## src/hdl/dgr_pkg.sv

```systemverilog
// Package with shared constants, types and field layouts of the DDA grid raycaster.
`default_nettype none
package dgr_pkg;
    localparam int MapBits = 6;
    localparam int MapSize = 64;
    localparam int FracBits = 16;
    localparam int ScreenHeight = 512;
    localparam int MaxSteps = 2 * MapSize;
    localparam logic [31:0] DeltaMax = 32'd2147483647;
    localparam logic [31:0] U32Max = 32'hFFFF_FFFF;
    localparam logic [7:0] CharWallA = 8'h31;
    localparam logic [7:0] CharWallB = 8'h32;
    localparam logic ActWrite = 1'b0;
    localparam logic ActCast = 1'b1;
    // Divider request and answer between the sequencer and the shared divider.
    typedef struct packed {
        logic        start;
        logic [63:0] dividend;
        logic [63:0] divisor;
    } div_req_t;
    typedef struct packed {
        logic        done;
        logic [63:0] quotient;
    } div_rsp_t;
endpackage
`default_nettype wire

```

## src/hdl/dgr_divider.sv

```systemverilog
// Shared restoring divider for 64-bit operands, one quotient bit per cycle.
`default_nettype none
module dgr_divider (
    input  wire logic             aclk,
    input  wire logic             aresetn,
    input  wire dgr_pkg::div_req_t req,
    output dgr_pkg::div_rsp_t     rsp
);
    logic [63:0] rem_reg, rem_next;
    logic [63:0] quo_reg, quo_next;
    logic [63:0] dvs_reg, dvs_next;
    logic [6:0]  cnt_reg, cnt_next;
    logic        busy_reg, busy_next;
    logic        done_reg, done_next;
    logic [64:0] shifted;
    logic [64:0] trial;

    always_comb begin
        shifted = {rem_reg, quo_reg[63]};
        trial = shifted - {1'b0, dvs_reg};
        rem_next = rem_reg;
        quo_next = quo_reg;
        dvs_next = dvs_reg;
        cnt_next = cnt_reg;
        busy_next = busy_reg;
        done_next = 1'b0;
        if (req.start) begin
            rem_next = '0;
            quo_next = req.dividend;
            dvs_next = req.divisor;
            cnt_next = 7'd64;
            busy_next = 1'b1;
        end else if (busy_reg) begin
            if (!trial[64]) begin
                rem_next = trial[63:0];
                quo_next = {quo_reg[62:0], 1'b1};
            end else begin
                rem_next = shifted[63:0];
                quo_next = {quo_reg[62:0], 1'b0};
            end
            cnt_next = cnt_reg - 7'd1;
            if (cnt_reg == 7'd1) begin
                busy_next = 1'b0;
                done_next = 1'b1;
            end
        end
    end

    always_ff @(posedge aclk) begin
        if (!aresetn) begin
            busy_reg <= 1'b0;
            done_reg <= 1'b0;
            cnt_reg <= '0;
        end else begin
            busy_reg <= busy_next;
            done_reg <= done_next;
            cnt_reg <= cnt_next;
        end
        rem_reg <= rem_next;
        quo_reg <= quo_next;
        dvs_reg <= dvs_next;
    end

    assign rsp.done = done_reg;
    assign rsp.quotient = quo_reg;
endmodule
`default_nettype wire

```

## config.mk

```make
export PLATFORM = sky130hd
export DESIGN_NAME = dgr_divider
export DESIGN_NICKNAME = d
export VERILOG_FILES = /design/src/hdl/dgr_pkg.sv /design/src/hdl/dgr_divider.sv
export SDC_FILE = /design/constraint.sdc
export NUM_CORES = 1
export LEC_CHECK = 0
export ABC_CLOCK_PERIOD_IN_PS = 9200
export BUFFER_PORTS_ARGS = -buffer_cell sky130_fd_sc_hd__buf_2
export CAP_MARGIN = 5
export CELL_PAD_IN_SITES_DETAIL_PLACEMENT = 1
export CELL_PAD_IN_SITES_GLOBAL_PLACEMENT = 1
export CORE_MARGIN = 1
export CORE_UTILIZATION = 48
export DETAILED_ROUTE_END_ITERATION = 7
export PLACE_DENSITY = 0.95
export SETUP_SLACK_MARGIN = 0.05
export SLEW_MARGIN = 20
export SYNTH_ARGS = -nofsm -noshare
export SYNTH_HDL_FRONTEND = slang
export SYNTH_SLANG_ARGS = --single-unit
```

## constraint.sdc

```tcl
create_clock -name aclk -period 9.2 [get_ports aclk]
set_clock_uncertainty 0.05 [all_clocks]
set_input_delay 1.84 -clock aclk [delete_from_list [all_inputs] [get_ports aclk]]
set_output_delay 1.84 -clock aclk [all_outputs]
set_load 0.02 [all_outputs]
```

# --- After elaboration in Yosys (flattened, before gate mapping) ---
# Cells that the tools add are included.
totals:
  regBits: 201
  latchBits: 0
  mem_bits_rw: 0
  rom_bits: 0
  in_bits: 131
  output_inout_bits: 65
  word_cells: 25
  n_memories: 0
classes:
  add_sub_neg: 2
  mul: 0
  n_div: 0
  n_lt_le_gt_ge: 0
  n_eq_ne: 1
  n_shift: 0
  muxes: 10
  bitwise_logic: 2
  reduce_logical: 3
ops:
  columns: ["op", "count"]
  rows:
  - ["2-to-1 mux 64 bit", 3]
  - ["subtractor 65 x 64 -> 65 bit", 1]
  - ["2-to-1 mux 7 bit", 2]
  - ["== test 7 x 1 -> 1 bit, second input constant", 1]
  - ["subtractor 7 x 1 -> 7 bit, second input constant", 1]
  - ["2-to-1 mux 1 bit", 5]
  - ["OR reduction 3 bit", 1]
  - ["inverter 1 bit", 2]
  - ["nonzero test 2 bit", 1]
  - ["OR reduction 2 bit", 1]

# --- Logic depth before layout (Yosys ltp) ---
logic_depth:
  ltp_word: 4
  depth_mapped: 15
  depth_no_buf: 13

# --- Least setup slack after synthesis ---
# OpenSTA, ideal clock, no wires.
synth_timing:
  kind: "input-to-reg"
  from: "input port req[128] (netlist name)"
  to: "register quo_reg[0], enable pin"
  setup_time_ns: 0.418
  t_arrival_ns: 3.882
  required_ns: 8.732
  slack_ns: 4.850
  stages: 5
  path_buffers: 3
  cell_sequence: "clkbuf_1 > clkbuf_1 > nor2_1 > clkbuf_1 > inv_1"
synth_between:
  elab_chain_len: 1
synth_rtl:
  columns: ["item", "line", "source"]
  rows:
  - ["start, declared", "dgr_divider.sv:6", "input wire dgr_pkg::div_req_t req,"]
  - ["nonzero test 2 bit (no line)", null, null]
  - ["end signal, assigned", "dgr_divider.sv:60", "quo_reg <= quo_next;"]
  - ["end, declared", "dgr_divider.sv:10", "logic [63:0] quo_reg, quo_next;"]
# Every way passes these cells.
# A chain may end at the register's enable or synchronous reset.

# --- Final worst setup path ---
layout_timing:
  from: "register quo_reg[63]"
  to: "register rem_reg[62]"
layout_between:
  elab_chain_len: 2
layout_rtl:
  columns: ["item", "line", "source"]
  rows:
  - ["subtractor 65 x 64 -> 65 bit", "dgr_divider.sv:20", "trial = shifted - {1'b0, dvs_reg};"]
  - ["2-to-1 mux 64 bit", "dgr_divider.sv:34", "if (!trial[64]) begin"]
  - ["end signal, assigned", "dgr_divider.sv:59", "rem_reg <= rem_next;"]
  - ["end, declared", "dgr_divider.sv:9", "logic [63:0] rem_reg, rem_next;"]
# Every way passes these cells.

==> results.ini <==
[run_status]
outcome = finished clean

[detailed_routing]
drt_iter0_drc = 644
vias_per_cell = 5.94
ant_nets = 0
avgRoutedWirePerCell_um = 20.9
vias = 10700
drc = 0
drt_first_pass_iters = 5
routed_wl_um = 37800

[die]
start_util_pct = 48.9
dieWidth_um = 162
dieHeight_um = 162
io_pins = 196
rows = 58
core_area_mm2 = 0.0251
dieArea_mm2 = 0.0262

[yosys]
seq_area_frac_synth_pct = 43.2
synth_cells = 1299
synth.area.top_cells = edfxtp_1, dfxtp_1, ha_1, mux2_2, a21oi_1
synth_top_area_cell = edfxtp_1
syn-cell-area_mm2 = 0.0123
avgSynthCellArea_um2 = 9.46
ys_seq_elements = 201
ys.flop_type = edfxtp_1
synthArstFlopShare_pct = 0
yosys_warnings = 0
synth_edf_count = 128
synth_top_area_share_pct = 31.3
syn-num-nets = 1497
yosysUniqueCellTypes = 82

[setup_path]
cp.arrival_ns = 4.62
crit_path_max_incr_delay_ns = 0.65
end_kind = register
cp_max_fo = 67
path_delay_family = compound AO/OA/AOI/OAI gates
startpoint_type = register
cp_num_buf_inv = 2
setup.worst_path.class = reg2reg
required_ns = 9.58
critPathSlowestCell = buf_4
crit_chain = inv_1 > ha_1 > fa_1 > nand2b_1 > a21oi_1 > nor2_1 > o211ai_1 > nand2_2 > o221a_1 > nand2_2 > buf_4 > a21oi_1 > a2111oi_4

[placed_design]
place_area_mm2 = 0.0134
hpwlAfterDp_um = 27900
io_buffers = 195
gp_congestion = 0.918
dpl.cell_count = 1759

[clock_tree]
cts_made_buffers = 24
worstSkewPairLatency_ns = 0.55
ctsResizeCount = 0
clkSinkCount = 201
clk_pin_slew_ns = 0.07
cts_tree = built
post_cts_buffers = 0
hold_buffers = 0
root_buffer = clkbuf_16
cts_max_level = 1
cts.path.max_buffers = 3

[job]
drv_cap = 0

[global_route]
grt_pass1_wl_um = 60000
grt_pass1_vias = 11500
globalRouteOverflowTotal = 0
track_usage_pct = 28.7
grt_max_degree = 81
antenna_found_initial = 2

[timing]
tightestPinTransition_ns = 0.936
rsz0062_at_grt = no
fin_crit_ns = 4.24
setup_tns_ns = 0
fin_crit_sh_pct = 46.1
finalHoldViolations = 0
setup_violations = 0
max_slew_margin_pct = 37.6
fmax_mhz = 236
finalMaxSlewViolations = 0

[power_and_ir_drop]
ir_worst_vdd_mv = 0.163
powerDensity_mw_per_mm2 = 202
p_leak_nw = 5.93

[cells_and_area]
final_common_cell = buf_2
fin_area_mm2 = 0.0142
layout_common_cells = buf_2, nor2_1, a21oi_1
fill_cells = 2917
regArea_mm2 = 0.00531
finalNonFillerCells = 1804
multi_input_area_mm2 = 0.00626
final_nets = 1653
layout-drive-gt1-share_pct = 22.5
syn2layout_area_growth_pct = 15.4

[worst_hold_path]
worstHoldPathType = reg2reg

## kinds of logic after synthesis
| logic type | share of synthesized area [%] |
|---|---|
| adder cells (fa/ha/maj) | 6.89 |
| XOR/XNOR | 3.85 |
| buffers and inverters | 5.85 |
| AO/OA/AOI/OAI | 19.0 |
| multiplexers | 6.82 |
| AND/OR/NAND/NOR | 14.4 |
| flip-flops | 43.2 |
## stage by stage
stage               hold WS, ns  total power, mW  worst slack, ns  utilization, %
floorplan                 0.397             1.67             4.85               -
global placement          0.419             1.85             5.24            53.2
detailed placement        0.436             1.89             4.98            53.2
CTS                       0.451             2.87             4.99            56.5
global route              0.470             2.99             4.61            56.5
finish                    0.456             2.87             4.96            56.5
## worst register-to-register path: stages (launching register included)
cell	delay [ns]
edfxtp_1	0.38
inv_1	0.06
ha_1	0.24
fa_1	0.43
nand2b_1	0.19
a21oi_1	0.18
nor2_1	0.13
o211ai_1	0.28
nand2_2	0.13
o221a_1	0.27
nand2_2	0.44
buf_4	0.66
a21oi_1	0.32
a2111oi_4	0.37
## where the power goes
part / internal [mW] / switching, mW
sequential: 1.06 / 0.0589
clock: 0.574 / 0.401
combinational: 0.285 / 0.495
## worst paths after layout
check | from | to | slack [ns] | depth (start not counted)
worst max-delay path | quo_reg[63] | rem_reg[62] | 4.96 | 13
worst min-delay path | rem_reg[48] | rem_reg[48] | 0.46 | 2
worst min register to register | rem_reg[48] | rem_reg[48] | 0.46 | 2
worst max register to register | quo_reg[63] | rem_reg[62] | 4.96 | 13
## Yosys cell counts, types with 9 or more instances
master,n
xor2_1,17
xnor2_1,37
buf_4,11
o21ai_0,52
o21bai_1,20
mux2_2,66
edfxtp_1,128
a21o_1,17
buf_2,22
nand3_1,24
ha_1,66
a211oi_1,45
nor2_1,140
inv_1,90
and3_1,11
a21boi_0,9
nand2_1,108
nand2b_1,11
nand4_1,22
a21oi_1,129
clkbuf_1,30
dfxtp_1,73
nor3_1,19
## final cells by class
class                      count  share of cell area [%]
tap                          330                    2.91
timing repair buffer         202                    7.30
sequential                   201                    37.4
clock buffer                  33                    4.77
inverter                      92                    2.44
antenna                        1                  0.0177
multi-input combinational    934                    44.2
clock inverter                11                   0.962
## metal layers
metal	vias to the layer above	GRT usage (%)	wire (um)	share of wire [%]
li1	5042	-	-	-
met1	5229	33.0	15000	40
met2	350	51.2	18800	50
met3	98	5.57	2300	6.1
met4	2	13.4	1550	4.1
met5	-	0	13	0.034
Note: power is estimated with default switching activity, not from simulation.
